File: config.mk
export PLATFORM = sky130hd
export DESIGN_NAME = button_debounce_press_classifier_core_flat
export DESIGN_NICKNAME = d
export VERILOG_FILES = /design/src/sv/bdpc_pkg.sv /design/src/sv/bdpc_if.sv /design/src/sv/bdpc_cfg.sv /design/src/sv/bdpc_eval.sv /design/src/sv/button_debounce_press_classifier_core.sv /design/src/flat_wrapper.sv
export SDC_FILE = /design/constraint.sdc
export NUM_CORES = 1
export LEC_CHECK = 0
export BUFFER_PORTS_ARGS = -buffer_cell sky130_fd_sc_hd__buf_2
export CAP_MARGIN = 30
export CORE_MARGIN = 2
export CORE_UTILIZATION = 60
export CTS_CLUSTER_SIZE = 8
export DETAILED_ROUTE_END_ITERATION = 8
export PLACE_DENSITY = 0.81
export SLEW_MARGIN = 20
export SYNTH_ARGS = -nofsm -noshare
export SYNTH_HDL_FRONTEND = slang
export SYNTH_SLANG_ARGS = --single-unit
File: constraint.sdc
create_clock -name clk -period 5.7 [get_ports clk]
set_clock_uncertainty 0.15 [all_clocks]
set_input_delay 0 -clock clk [delete_from_list [all_inputs] [get_ports clk]]
set_output_delay 0 -clock clk [all_outputs]
set_load 0.01 [all_outputs]
File: src/sv/bdpc_pkg.sv
// Package: shared types and constants for the button debounce press classifier.
package bdpc_pkg;

    localparam int unsigned TIME_W     = 32;
    localparam int unsigned CFG_W      = 16;
    localparam int unsigned APB_DATA_W = 32;
    localparam int unsigned APB_ADDR_W = 3;

    // register index, taken from paddr[2]
    localparam logic REG_DEBOUNCE  = 1'b0;
    localparam logic REG_LONG_HOLD = 1'b1;

    localparam logic [CFG_W-1:0] DEBOUNCE_RESET  = 16'd20;
    localparam logic [CFG_W-1:0] LONG_HOLD_RESET = 16'd800;

    localparam logic LEVEL_RELEASED = 1'b1;
    localparam logic LEVEL_PRESSED  = 1'b0;

    typedef struct packed {
        logic [CFG_W-1:0] debounce_ms;
        logic [CFG_W-1:0] long_hold_ms;
    } bdpc_cfg_t;

    typedef struct packed {
        logic stable_level;
        logic short_tap;
        logic long_hold;
    } bdpc_result_t;

endpackage

File: src/sv/bdpc_if.sv
// Interfaces: sample and result channels with valid/ready handshake.
interface bdpc_sample_if;
    logic                       valid;
    logic                       ready;
    logic                       raw_level;
    logic [bdpc_pkg::TIME_W-1:0] now_ms;

    modport source (output valid, output raw_level, output now_ms, input ready);
    modport sink   (input valid, input raw_level, input now_ms, output ready);
endinterface

interface bdpc_result_if;
    logic valid;
    logic ready;
    logic stable_level;
    logic short_tap;
    logic long_hold;

    modport source (output valid, output stable_level, output short_tap,
                    output long_hold, input ready);
    modport sink   (input valid, input stable_level, input short_tap,
                    input long_hold, output ready);
endinterface

File: src/sv/bdpc_cfg.sv
// Configuration registers behind the APB-style port.
module bdpc_cfg (
    input  logic                              clk,
    input  logic                              rst_n,
    input  logic                              psel,
    input  logic                              penable,
    input  logic                              pwrite,
    input  logic [bdpc_pkg::APB_ADDR_W-1:0]   paddr,
    input  logic [bdpc_pkg::APB_DATA_W-1:0]   pwdata,
    output logic [bdpc_pkg::APB_DATA_W-1:0]   prdata,
    output logic                              pready,
    output bdpc_pkg::bdpc_cfg_t               cfg
);
    import bdpc_pkg::*;

    logic [CFG_W-1:0] debounce_reg;
    logic [CFG_W-1:0] long_hold_reg;
    logic             wr_en;
    logic             reg_sel;

    assign pready  = 1'b1;
    assign wr_en   = psel && penable && pwrite && pready;
    assign reg_sel = paddr[2];

    always_ff @(posedge clk or negedge rst_n)
    begin
        if (!rst_n)
        begin
            debounce_reg  <= DEBOUNCE_RESET;
            long_hold_reg <= LONG_HOLD_RESET;
        end
        else if (wr_en)
        begin
            if (reg_sel == REG_DEBOUNCE)
            begin
                debounce_reg <= pwdata[CFG_W-1:0];
            end
            else
            begin
                long_hold_reg <= pwdata[CFG_W-1:0];
            end
        end
    end

    always_comb
    begin
        if (reg_sel == REG_DEBOUNCE)
        begin
            prdata = {{(APB_DATA_W-CFG_W){1'b0}}, debounce_reg};
        end
        else
        begin
            prdata = {{(APB_DATA_W-CFG_W){1'b0}}, long_hold_reg};
        end
    end

    assign cfg.debounce_ms  = debounce_reg;
    assign cfg.long_hold_ms = long_hold_reg;

endmodule

File: src/sv/bdpc_eval.sv
// Debounce and press classification state with its single-pass update logic.
module bdpc_eval (
    input  logic                          clk,
    input  logic                          rst_n,
    input  bdpc_pkg::bdpc_cfg_t           cfg,
    input  logic                          fire,
    input  logic                          raw_level,
    input  logic [bdpc_pkg::TIME_W-1:0]   now_ms,
    output bdpc_pkg::bdpc_result_t        result
);
    import bdpc_pkg::*;

    logic              sampled_reg;
    logic              sampled_next;
    logic              debounced_reg;
    logic              debounced_next;
    logic [TIME_W-1:0] last_change_reg;
    logic [TIME_W-1:0] last_change_next;
    logic [TIME_W-1:0] press_start_reg;
    logic [TIME_W-1:0] press_start_next;
    logic              long_rep_reg;
    logic              long_rep_next;

    logic              raw_changed;
    logic [TIME_W-1:0] since_change;
    logic              settled;
    logic              flip;
    logic [TIME_W-1:0] held_old;
    logic              held_long;
    logic              new_press;
    logic              short_hit;
    logic              long_hit;

    assign raw_changed  = (raw_level != sampled_reg);
    assign since_change = now_ms - last_change_reg;
    assign settled      = raw_changed ? (cfg.debounce_ms == '0)
                                      : (since_change >= {{(TIME_W-CFG_W){1'b0}},
                                                          cfg.debounce_ms});
    assign flip         = settled && (debounced_reg != raw_level);
    assign held_old     = now_ms - press_start_reg;
    assign held_long    = held_old >= {{(TIME_W-CFG_W){1'b0}}, cfg.long_hold_ms};
    assign new_press    = flip && (raw_level == LEVEL_PRESSED);

    always_comb
    begin
        sampled_next     = raw_level;
        last_change_next = raw_changed ? now_ms : last_change_reg;
        debounced_next   = flip ? raw_level : debounced_reg;
        press_start_next = new_press ? now_ms : press_start_reg;
        short_hit        = flip && (raw_level == LEVEL_RELEASED) && !held_long
                           && !long_rep_reg;
        long_hit         = 1'b0;
        long_rep_next    = new_press ? 1'b0 : long_rep_reg;
        if (debounced_next == LEVEL_PRESSED && !long_rep_next)
        begin
            // a fresh press has held for zero time
            long_hit = new_press ? (cfg.long_hold_ms == '0) : held_long;
            if (long_hit)
            begin
                long_rep_next = 1'b1;
            end
        end
    end

    always_ff @(posedge clk or negedge rst_n)
    begin
        if (!rst_n)
        begin
            sampled_reg     <= LEVEL_RELEASED;
            debounced_reg   <= LEVEL_RELEASED;
            last_change_reg <= '0;
            press_start_reg <= '0;
            long_rep_reg    <= 1'b0;
        end
        else if (fire)
        begin
            sampled_reg     <= sampled_next;
            debounced_reg   <= debounced_next;
            last_change_reg <= last_change_next;
            press_start_reg <= press_start_next;
            long_rep_reg    <= long_rep_next;
        end
    end

    assign result.stable_level = debounced_next;
    assign result.short_tap    = short_hit;
    assign result.long_hold    = long_hit;

`ifndef SYNTHESIS
    a_no_both: assert property (@(posedge clk) disable iff (!rst_n)
        fire |-> !(short_hit && long_hit))
        else $error("short and long press on one word");
    a_short_released: assert property (@(posedge clk) disable iff (!rst_n)
        (fire && short_hit) |-> (debounced_next == LEVEL_RELEASED))
        else $error("short press while still pressed");
    a_long_pressed: assert property (@(posedge clk) disable iff (!rst_n)
        (fire && long_hit) |-> (debounced_next == LEVEL_PRESSED))
        else $error("long press while released");
    a_long_marked: assert property (@(posedge clk) disable iff (!rst_n)
        (fire && long_hit) |=> long_rep_reg)
        else $error("long press not marked as reported");
`endif

endmodule

File: src/sv/button_debounce_press_classifier_core.sv
// Top level: input register, classifier logic and result register with APB configuration.
// Accepts one sample word per clock unless a pending result word is not taken, and returns one
// result word per sample, in order; a sample passes the sample register and then the result
// register around the single-pass classifier, which updates when the result register is free
// or its word is being taken. The result register lets a new sample
// be taken while a finished result waits. Registers: debounce_ms at byte 0, the long-hold
// time in ms at byte 4; write them only while the block is idle.
module button_debounce_press_classifier_core (
    input  logic                              clk,
    input  logic                              rst_n,
    input  logic                              psel,
    input  logic                              penable,
    input  logic                              pwrite,
    input  logic [bdpc_pkg::APB_ADDR_W-1:0]   paddr,
    input  logic [bdpc_pkg::APB_DATA_W-1:0]   pwdata,
    output logic [bdpc_pkg::APB_DATA_W-1:0]   prdata,
    output logic                              pready,
    bdpc_sample_if.sink                       sample,
    bdpc_result_if.source                     result
);
    import bdpc_pkg::*;

    bdpc_cfg_t         cfg;
    bdpc_result_t      eval_res;

    logic              in_valid_reg;
    logic              in_raw_reg;
    logic [TIME_W-1:0] in_now_reg;
    logic              out_valid_reg;
    bdpc_result_t      out_data_reg;
    logic              advance;

    assign advance      = in_valid_reg && (!out_valid_reg || result.ready);
    assign sample.ready = !in_valid_reg || advance;

    bdpc_cfg u_cfg (
        .clk     (clk),
        .rst_n   (rst_n),
        .psel    (psel),
        .penable (penable),
        .pwrite  (pwrite),
        .paddr   (paddr),
        .pwdata  (pwdata),
        .prdata  (prdata),
        .pready  (pready),
        .cfg     (cfg)
    );

    bdpc_eval u_eval (
        .clk       (clk),
        .rst_n     (rst_n),
        .cfg       (cfg),
        .fire      (advance),
        .raw_level (in_raw_reg),
        .now_ms    (in_now_reg),
        .result    (eval_res)
    );

    always_ff @(posedge clk or negedge rst_n)
    begin
        if (!rst_n)
        begin
            in_valid_reg  <= 1'b0;
            out_valid_reg <= 1'b0;
        end
        else
        begin
            if (sample.ready)
            begin
                in_valid_reg <= sample.valid;
            end
            if (advance)
            begin
                out_valid_reg <= 1'b1;
            end
            else if (result.ready)
            begin
                out_valid_reg <= 1'b0;
            end
        end
    end

    always_ff @(posedge clk)
    begin
        if (sample.valid && sample.ready)
        begin
            in_raw_reg <= sample.raw_level;
            in_now_reg <= sample.now_ms;
        end
        if (advance)
        begin
            out_data_reg <= eval_res;
        end
    end

    assign result.valid        = out_valid_reg;
    assign result.stable_level = out_data_reg.stable_level;
    assign result.short_tap    = out_data_reg.short_tap;
    assign result.long_hold    = out_data_reg.long_hold;

`ifndef SYNTHESIS
    a_out_from_advance: assert property (@(posedge clk) disable iff (!rst_n)
        $rose(out_valid_reg) |-> $past(advance))
        else $error("result word without a processed sample");
    a_no_overwrite: assert property (@(posedge clk) disable iff (!rst_n)
        (out_valid_reg && !result.ready) |-> !advance)
        else $error("pending result word overwritten");
    a_hold_sample: assert property (@(posedge clk) disable iff (!rst_n)
        (in_valid_reg && !advance) |=> (in_valid_reg && $stable(in_now_reg)))
        else $error("stalled sample word lost");
`endif

endmodule
File: src/flat_wrapper.sv
// flat-port wrapper written by rule: the top's interface ports become plain ports
module button_debounce_press_classifier_core_flat import bdpc_pkg::*;
  (clk, rst_n, psel, penable, pwrite, paddr, pwdata, prdata, pready, sample_valid, sample_raw_level, sample_now_ms, sample_ready, result_valid, result_stable_level, result_short_tap, result_long_hold, result_ready);
  bdpc_sample_if sample_i ();
  bdpc_result_if result_i ();
  input  logic clk;
  input  logic rst_n;
  input  logic psel;
  input  logic penable;
  input  logic pwrite;
  input  logic [bdpc_pkg::APB_ADDR_W-1:0] paddr;
  input  logic [bdpc_pkg::APB_DATA_W-1:0] pwdata;
  output logic [bdpc_pkg::APB_DATA_W-1:0] prdata;
  output logic pready;
  input wire logic [$bits(sample_i.valid)-1:0] sample_valid;
  input wire logic [$bits(sample_i.raw_level)-1:0] sample_raw_level;
  input wire logic [$bits(sample_i.now_ms)-1:0] sample_now_ms;
  output wire logic [$bits(sample_i.ready)-1:0] sample_ready;
  output wire logic [$bits(result_i.valid)-1:0] result_valid;
  output wire logic [$bits(result_i.stable_level)-1:0] result_stable_level;
  output wire logic [$bits(result_i.short_tap)-1:0] result_short_tap;
  output wire logic [$bits(result_i.long_hold)-1:0] result_long_hold;
  input wire logic [$bits(result_i.ready)-1:0] result_ready;
  assign sample_i.valid = sample_valid;
  assign sample_i.raw_level = sample_raw_level;
  assign sample_i.now_ms = sample_now_ms;
  assign sample_ready = sample_i.ready;
  assign result_valid = result_i.valid;
  assign result_stable_level = result_i.stable_level;
  assign result_short_tap = result_i.short_tap;
  assign result_long_hold = result_i.long_hold;
  assign result_i.ready = result_ready;
  button_debounce_press_classifier_core u_core (.clk(clk), .rst_n(rst_n), .psel(psel), .penable(penable), .pwrite(pwrite), .paddr(paddr), .pwdata(pwdata), .prdata(prdata), .pready(pready), .sample(sample_i), .result(result_i));
endmodule
[Word-level counts from Yosys, hierarchy flattened]
Cells that the tools add are included.
Word-level totals
  input port bits: 75
  RAM bits: 0
  ROM bits: 0
  latch bits: 0
  output and inout port bits: 38
  bits in registers: 137
  memories: 0
Cells by class
  shift operators: 0
  $lt $le $gt $ge: 2
  add/sub/neg operators: 2
  eq/ne operators: 2
  muxes and demuxes: 9
  reductions and logical operators: 24
  divide/modulo/power cells: 0
  multiply operators: 0
  bitwise gates (word level): 3
Operator list (count)
  greater-or-equal comparator 32 x 16 -> 1 bit: 2
  subtractor 32 bit: 2
  logical NOT 16 bit: 2
  two-way mux 16 bit: 1
  logical AND 1 bit: 10
  two-way mux 1 bit: 8
  AND reduction 2 bit: 4
  logical NOT 1 bit: 5
  inverter 1 bit: 3
  logical OR 1 bit: 2
  != test 1 bit: 2
  nonzero test 2 bit: 1

[Logic depth before layout (Yosys ltp)]
Gate-level depths: netlist (run 1).
  depth after elaboration: 9
  mapped depth: 23

[Cells and area by module]
A second synthesis (run 1) with hierarchy kept.
Second synthesis, totals
  cell total of the unflattened synthesis: 1059
  area, all modules: 10498.8 um^2
By module, submodules not included
  bdpc_eval: times used 1, seq. area each 1679.1 um^2, cells an instance 910, area each 7709.9 um^2
  bdpc_cfg: times used 1, seq. area each 807.0 um^2, cells an instance 105, area each 1604.0 um^2
  button_debounce_press_classifier_core: times used 1, seq. area each 1131.1 um^2, cells an instance 44, area each 1184.9 um^2

[Worst setup path before layout (run 1)]
No wires, ideal clock.
  path kind: register to register
  start: register u_core.in_now_reg[0]
  end: register u_core.out_data_reg (netlist bit u_core.result.long_hold), data pin
  setup slack: 578 ps
  data required time: 5289 ps
  data arrival time: 4711 ps
  stages on the path, launching flop included: 23
  buffers on the path: 0
  cell sequence: edfxtp_1 inv_1 ha_1 inv_1 fa_1 a211oi_1 o21ai_0 o21a_1 a21o_1 a21oi_1 o21bai_1 a21oi_1 xnor2_1 ha_1 nand4_1 a21oi_1 a2111o_1 or4_1 nor4b_1 nand4_1 or4_1 nand2_1 a21oi_1
Between the ends
  longest elaborated chain between the ends: 8
  elaborated cells between the ends (all ways): 13
RTL lines
  start: declaration: RTL line button_debounce_press_classifier_core.sv:28  | logic [TIME_W-1:0] in_now_reg;
  start signal: assignment: RTL line button_debounce_press_classifier_core.sv:88  | in_now_reg <= sample.now_ms;
  subtractor 32 bit: RTL line bdpc_eval.sv:35  | assign since_change = now_ms - last_change_reg;
  greater-or-equal comparator 32 x 16 -> 1 bit: RTL line bdpc_eval.sv:37  | : (since_change >= {{(TIME_W-CFG_W){1'b0}},
  two-way mux 1 bit: RTL line bdpc_eval.sv:36  | assign settled = raw_changed ? (cfg.debounce_ms == '0)
  logical AND 1 bit: RTL line bdpc_eval.sv:39  | assign flip = settled && (debounced_reg != raw_level);
  logical AND 1 bit: RTL line bdpc_eval.sv:42  | assign new_press = flip && (raw_level == LEVEL_PRESSED);
  two-way mux 1 bit: RTL line bdpc_eval.sv:53  | long_rep_next = new_press ? 1'b0 : long_rep_reg;
  logical NOT 1 bit: RTL line bdpc_eval.sv:54  | if (debounced_next == LEVEL_PRESSED && !long_rep_next)
  logical AND 1 bit: RTL line bdpc_eval.sv:54
  end signal: assignment: RTL line button_debounce_press_classifier_core.sv:92  | out_data_reg <= eval_res;
  end: declaration: RTL line button_debounce_press_classifier_core.sv:30  | bdpc_result_t out_data_reg;
Several ways; a longest one is shown, not always the timed one.
A chain may end at the register's enable or synchronous reset.

[Worst setup path after layout (run 1)]
  start: register u_core.in_now_reg[0]
  end: register u_core.u_eval.press_start_reg[11]
Between the ends
  longest elaborated chain between the ends: 6
RTL lines
  subtractor 32 bit: RTL line bdpc_eval.sv:35
  greater-or-equal comparator 32 x 16 -> 1 bit: RTL line bdpc_eval.sv:37
  two-way mux 1 bit: RTL line bdpc_eval.sv:36
  logical AND 1 bit: RTL line bdpc_eval.sv:39
  logical AND 1 bit: RTL line bdpc_eval.sv:42
  AND reduction 2 bit (no line)
  end signal: assignment: RTL line bdpc_eval.sv:80  | press_start_reg <= press_start_next;
  end: declaration: RTL line bdpc_eval.sv:19  | logic [TIME_W-1:0] press_start_reg;
Every way passes these cells.

==> flow_metrics.py, run 1 <==
metrics = {
    "die": {
        "rows": 47,
        "core_region_area_mm2": 0.0166,
        "start_util_pct": 61.5,
        "ioPinCount": 113,
        "die_y_um": 134,
        "die_w_um": 134,
        "die_area_mm2": 0.0181,
    },
    "global_route": {
        "grt_pass1_vias": 7871,
        "grt_overflow": 0,
        "grt_use_total_pct": 28.7,
        "antenna_found_initial": 0,
        "grt_pass1_wl_um": 40500,
        "grt_max_degree": 53,
    },
    "synth": {
        "yosys.area.top_type": "dfrtp_1",
        "yosysWarnings": 0,
        "synth_area_per_cell_um2": 9.60,
        "synth_ff_type": "dfrtp_1",
        "synthCells": 1062,
        "syn_area_mm2": 0.0102,
        "async_reset_ff_share_pct": 73.7,
        "synth_common_cells": "105 x inv_1, 94 x dfrtp_1, 94 x ha_1",
        "synth_edf_count": 36,
        "synth.top_cell.area_share_pct": 23.1,
        "synth-seq-cells": 137,
        "synth_area_leaders": "dfrtp_1 23%, ha_1 12%, edfxtp_1 11%",
        "synth_cell_types": 71,
        "yosysSeqAreaShare_pct": 35.5,
        "yosysMostFrequentCell": "inv_1",
    },
    "critical_path": {
        "crit_path_start_kind": "register",
        "cp_max_fo": 32,
        "critical_path_class": "reg2reg",
        "cp_data_arrival_time_ps": 5600,
        "required_ps": 5860,
        "crit_path_end_kind": "register",
    },
    "power": {
        "powerDensity_mw_per_mm2": 504,
        "power_leakage_nw": 5.44,
        "vdd_drop_max_v": 0.000314,
    },
    "routing": {
        "ant_nets": 0,
        "drtIter0Drc": 633,
        "vias": 8359,
        "firstDrtPassIters": 5,
        "drc": 0,
        "via_per_inst": 5.90,
        "wl_per_cell_um": 18.1,
        "routed_wl_um": 25600,
    },
    "sta": {
        "timing.hold.ws_ps": -3.53,
        "layout_min_cycle_time_ps": 5450,
        "tightest_slew_ps": 694,
        "tns_ps": 0,
        "slew_headroom_pct": 53.7,
        "setup_violations": 0,
        "hold_violations": 2,
        "slew_viol_final": 0,
        "fin_crit_sh_pct": 95.5,
        "fmax_mhz": 184,
    },
    "finish": {
        "drive_gt1_share_pct": 20.0,
        "fillCellCount": 1252,
        "syn_to_final_growth_pct": 16.7,
        "final_cells": 1417,
        "final_util_pct": 71.7,
        "finalNetCount": 1355,
        "diodes": 0,
    },
    "status": {
        "violations": "negative hold slack",
        "outcome": "complete, but fails checks",
    },
    "cts": {
        "clock-sinks": 137,
        "clockBufferDepth": 2,
        "cts-root-buf": "clkbuf_16",
        "clock_latency_ps": 430,
        "clk_pin_slew_worst_paths_ps": 60,
        "htree_levels": 4,
        "cts_made_buffers": 17,
        "cts_tree": "done",
    },
    "place": {
        "hpwlAfterDp_um": 18400,
        "portBuffers": 77,
        "routabilityCongestion": 0.934,
        "dp_cells": 1328,
    },
    "hold_path": {
        "hold_path.class": "in2async",
    },
    "job": {
        "cap_violations": 0,
    },
}
final cells by class:
type | instances | area [um2] | area share [%]
clock inverter | 11 | 93.8 | 0.789
timing repair buffer | 141 | 1030 | 8.62
inverter | 105 | 394 | 3.31
tap | 220 | 275 | 2.31
multi-input combinational | 782 | 5960 | 50.1
clock buffer | 21 | 526 | 4.42
sequential | 137 | 3620 | 30.4
what timing repair did:
| action | CTS | global route |
|---|---|---|
| hold buffers | 53 | 2 |
| setup endpoints to repair | 0 | 36 |
| gates resized for setup | 0 | 7 |
| buffers inserted | 0 | 0 |
| endpoints found under the hold margin | 119 | 1 |
cells by family (layout without fill, tap and decap cells):
| kind of cell | Yosys count | in the layout | share of synthesized area, % |
|---|---|---|---|
| AOI/OAI and AO/OA | 260 | 260 | 16.4 |
| and+or+nand+nor | 259 | 259 | 12.9 |
| other | 2 | 17 | 0.0736 |
| muxes | 108 | 108 | 12.8 |
| adders and majority gates | 96 | 96 | 11.9 |
| DFF | 137 | 137 | 35.5 |
| xor gates and xnor gates | 42 | 42 | 3.61 |
| buffers and inverters | 158 | 278 | 6.85 |
routing by layer:
layer / part of all wire (%) / vias to the layer above / track usage, %
met5: 0 / - / 0
met4: 2.3 / 0 / 10.1
met3: 4.9 / 43 / 4.38
met2: 44 / 292 / 43.2
met1: 49 / 3970 / 42.3
li1: - / 4054 / -
stage by stage:
step | hold WS, ps | worst slack [ps] | instance area (um2) | power, mW
2_1_floorplan | -446 | 578 | 10300 | 3.95
3_3_place_gp | -75.1 | 379 | 10700 | 4.66
3_5_place_dp | -74.9 | 283 | 10700 | 4.73
4_1_cts | 16.0 | 151 | 11800 | 5.93
5_1_grt | 52.5 | -80.0 | 11900 | 6.43
6_report | -3.53 | 255 | 11900 | 5.99
report_power, final:
group / switching (mW) / internal [mW]
Sequential: 0.205 / 1.29
Clock: 0.467 / 0.673
Combinational: 1.89 / 1.46
Total: 2.56 / 3.43
worst max-delay path: stages (launching register included):
cell and delay, ps:
edfxtp_1 360, inv_1 80, ha_1 220, fa_1 400, nand2b_1 180, a21oi_1 290
o21ai_1 180, o21bai_1 310, a31oi_1 160, xnor2_1 260, ha_1 300, a21o_1 170
a221oi_1 310, o2111ai_1 180, a2111oi_0 430, nor4b_2 360, and4_4 370, nor2_4 60
buf_12 190, mux2_4 330
final timing paths:
path,start,endpoint,slack [ps],cells after the start
min in group clk,penable,u_core.u_cfg.long_hold_reg[4]$_DFFE_PN0P_,20,3
worst max-delay path,u_core.in_now_reg[0]$_DFFE_PP_,u_core.u_eval.press_start_reg[11]$_DFFE_PN0P_,250,19
max in group asynchronous,rst_n,u_core.in_valid_reg$_DFFE_PN0N_,4300,3
worst max register to register,u_core.in_now_reg[0]$_DFFE_PP_,u_core.u_eval.press_start_reg[11]$_DFFE_PN0P_,250,19
worst min-delay path,rst_n,u_core.u_eval.last_change_reg[6]$_DFFE_PN0P_,-4,2
worst min register to register,u_core.u_eval.last_change_reg[0]$_DFFE_PN0P_,u_core.u_eval.last_change_reg[0]$_DFFE_PN0P_,340,2
placed cells by master, fill, tap and decap left out, drive strengths merged, types with 22 or more instances in the layout:
cell and count:
nand4 23, dlygate4sd3 55, dfrtp 94, a21oi 84
ha 94, mux2 95, nand2 80, nor2 48
o21ai 57, a21o 22, inv 111, buf 86
xnor2 23, edfxtp 36
No activity file was read; power rests on OpenSTA's default activity.
==> run 2: changes to the inputs <==
--- a/config.mk
+++ b/config.mk
@@ -14,3 +14,3 @@
 export PLACE_DENSITY = 0.81
-export SLEW_MARGIN = 20
+export REMOVE_ABC_BUFFERS = 1
 export SYNTH_ARGS = -nofsm -noshare
==> constraint.sdc (replaced) <==
create_clock -name clk -period 5.7 [get_ports clk]
set_clock_uncertainty 0.15 [all_clocks]
set_input_delay 0.855 -clock clk [delete_from_list [all_inputs] [get_ports clk]]
set_output_delay 0.855 -clock clk [all_outputs]
set_load 0.01 [all_outputs]
==> run 2 against run 1 <==
The run now ends clean. Design area fell by 5.1%. Clock power shrank 6%. Register-to-register slack better by 50 ps. Sequential share of layout area increased by 1.6 points. Critical path depth is 2 higher. Global-route usage fell by 1.5 points. Final cell count down 4.0%. Core utilization down 3.7 points. First-iteration DRC count fell by 14%. Combinational power about the same. Critical path type unchanged. Largest cell class unchanged. Largest power group unchanged.
==> flow_metrics.py, run 2 (synthesized netlist as in run 1, its figures left out) <==
metrics = {
    "sta": {
        "fin_ws_ps": 305,
        "setup_violations": 0,
        "tns_ps": 0,
        "layout_min_cycle_time_ps": 5390,
        "slew_viol_final": 0,
        "hold_violations": 0,
        "fin_crit_sh_pct": 94.6,
        "slew_headroom_pct": 38.6,
        "timing.hold.ws_ps": 314,
        "tightest_slew_ps": 918,
        "fmax_mhz": 185,
        "rsz0062_at_grt": "false",
    },
    "global_route": {
        "grt_use_total_pct": 27.2,
        "grt_pass1_vias": 7541,
        "antenna_found_initial": 0,
        "grt_pass1_wl_um": 38500,
        "grt_max_degree": 56,
        "grt_overflow": 0,
    },
    "routing": {
        "routed_wl_um": 23900,
        "firstDrtPassIters": 5,
        "drc": 0,
        "drtIter0Drc": 547,
        "vias": 8117,
        "ant_nets": 0,
        "wl_per_cell_um": 17.6,
        "via_per_inst": 5.96,
    },
    "finish": {
        "final_common_cell": "inv_1",
        "final_area_mm2": 0.0113,
        "drive_gt1_share_pct": 20.6,
        "syn_to_final_growth_pct": 10.7,
        "final_cell_mix": "105 x inv_1, 94 x ha_1, 94 x dfrtp_1, 81 x a21oi_1, 80 x nand2_1",
        "diodes": 0,
        "finalNetCount": 1299,
    },
    "place": {
        "hpwlAfterDp_um": 18100,
        "portBuffers": 77,
        "routabilityCongestion": 0.946,
        "placed_area_mm2": 0.0107,
        "pre_cts_slack_ps": 256,
    },
    "die": {
        "die_w_um": 134,
        "start_util_pct": 61.5,
        "core_region_area_mm2": 0.0166,
        "die_area_mm2": 0.0181,
        "die_y_um": 134,
        "rows": 47,
        "ioPinCount": 113,
    },
    "cts": {
        "htree_levels": 4,
        "clockBufferDepth": 2,
        "clock_latency_ps": 430,
        "post_cts_buffers": 0,
        "cts_tree": "done",
        "cts_made_buffers": 17,
        "cts-root-buf": "clkbuf_16",
        "clk_pin_slew_worst_paths_ps": 60,
        "clock-sinks": 137,
    },
    "critical_path": {
        "cp_max_fo": 3,
        "cp_data_arrival_time_ps": 5490,
        "crit_path_end_kind": "register",
        "cp_cell_sequence": "inv_1, ha_1, inv_1, fa_2, a211oi_1, o21ai_0, o21a_1, a21o_1, a21oi_2, o21bai_1, a21oi_1, xnor2_1, ha_1, nand4_1, a21oi_1, a2111o_1, or4_1, nor4b_2, nand4_1, or4_4, nor4b_2",
        "reg2reg_from": "u_core.in_now_reg[0]$_DFFE_PP_",
        "rr_worst_depth": 21,
        "critical-path-max-stage-delay_ps": 570,
        "r2r_end": "u_core.result.short_tap$_DFFE_PP_",
        "required_ps": 5800,
        "crit_path_start_kind": "register",
        "critical_path_class": "reg2reg",
        "cp_slowest_cell": "or4_4",
        "r2r_setup_slack_ps": 310,
    },
    "power": {
        "powerDensity_mw_per_mm2": 521,
        "power_leakage_nw": 5.19,
        "vdd_drop_max_v": 0.000284,
    },
    "hold_path": {
        "hold_path.class": "in2async",
    },
    "job": {
        "cap_violations": 0,
    },
    "status": {
        "outcome": "finished, final reports clean",
    },
}
==> run 2: how the worst max path moves through the flow <==
stage                                   start                               endpoint  slack [ps]  depth (start not counted)
6_report       u_core.in_now_reg[0]$_DFFE_PP_      u_core.result.short_tap$_DFFE_PP_         310                         21
5_1_grt        u_core.in_now_reg[0]$_DFFE_PP_      u_core.result.short_tap$_DFFE_PP_          20                         22
4_1_cts        u_core.in_now_reg[0]$_DFFE_PP_      u_core.result.short_tap$_DFFE_PP_         220                         21
3_5_place_dp   u_core.in_now_reg[0]$_DFFE_PP_      u_core.result.short_tap$_DFFE_PP_         260                         21
3_3_place_gp   u_core.in_now_reg[0]$_DFFE_PP_  u_core.result.long_hold$_SDFFCE_PN0P_         330                         22
2_1_floorplan  u_core.in_now_reg[0]$_DFFE_PP_  u_core.result.long_hold$_SDFFCE_PN0P_         580                         22
==> run 2: layout make-up <==
cell class	count	area, um2
Sequential cell	137	3620
Clock inverter	8	57.6
Timing Repair Buffer	85	460
Inverter	105	394
Tap cell	220	275
Fill cell	1299	5300
Clock buffer	24	524
Multi-Input combinational cell	782	5960
==> run 2: worst max-delay path, delay by kind of cell, from the launching register on <==
kind,cells,cell delay [ps]
flip-flops,1,390
AO/OA/AOI/OAI,9,1700
buffers and inverters,2,160
XOR/XNOR,1,140
AND/OR/NAND/NOR,6,1880
adder cells (fa/ha/maj),3,780
==> run 2: routing by layer <==
| metal | wire (um) | track usage [%] | vias up |
|---|---|---|---|
| met2 | 10500 | 41.0 | 267 |
| met4 | 489 | 8.77 | 0 |
| met1 | 11500 | 40.3 | 3875 |
| met5 | 0 | 0 | - |
| li1 | - | - | 3938 |
| met3 | 1330 | 4.31 | 37 |
==> run 2: through the flow <==
step	std cells	total power [mW]	utilization [%]
4_1_cts	1361	5.83	67.9
3_3_place_gp	1329	4.64	64.4
3_5_place_dp	1329	4.73	64.4
6_report	1361	5.88	68.0
5_1_grt	1361	6.33	68.0
2_1_floorplan	1024	3.92	-
==> run 2: what timing repair did <==
item | 4_1_cts | 5_1_grt
hold buffers | 0 | 0
endpoints found under the hold margin | 0 | 0
endpoints found under the setup margin | 0 | 3
gates resized for setup | 0 | 4
==> run 2: power breakdown <==
part	internal, mW	switching, mW	total [mW]
combinational	1.44	1.89	3.33
clock	0.645	0.423	1.07
sequential	1.29	0.189	1.48
total	3.38	2.50	5.88
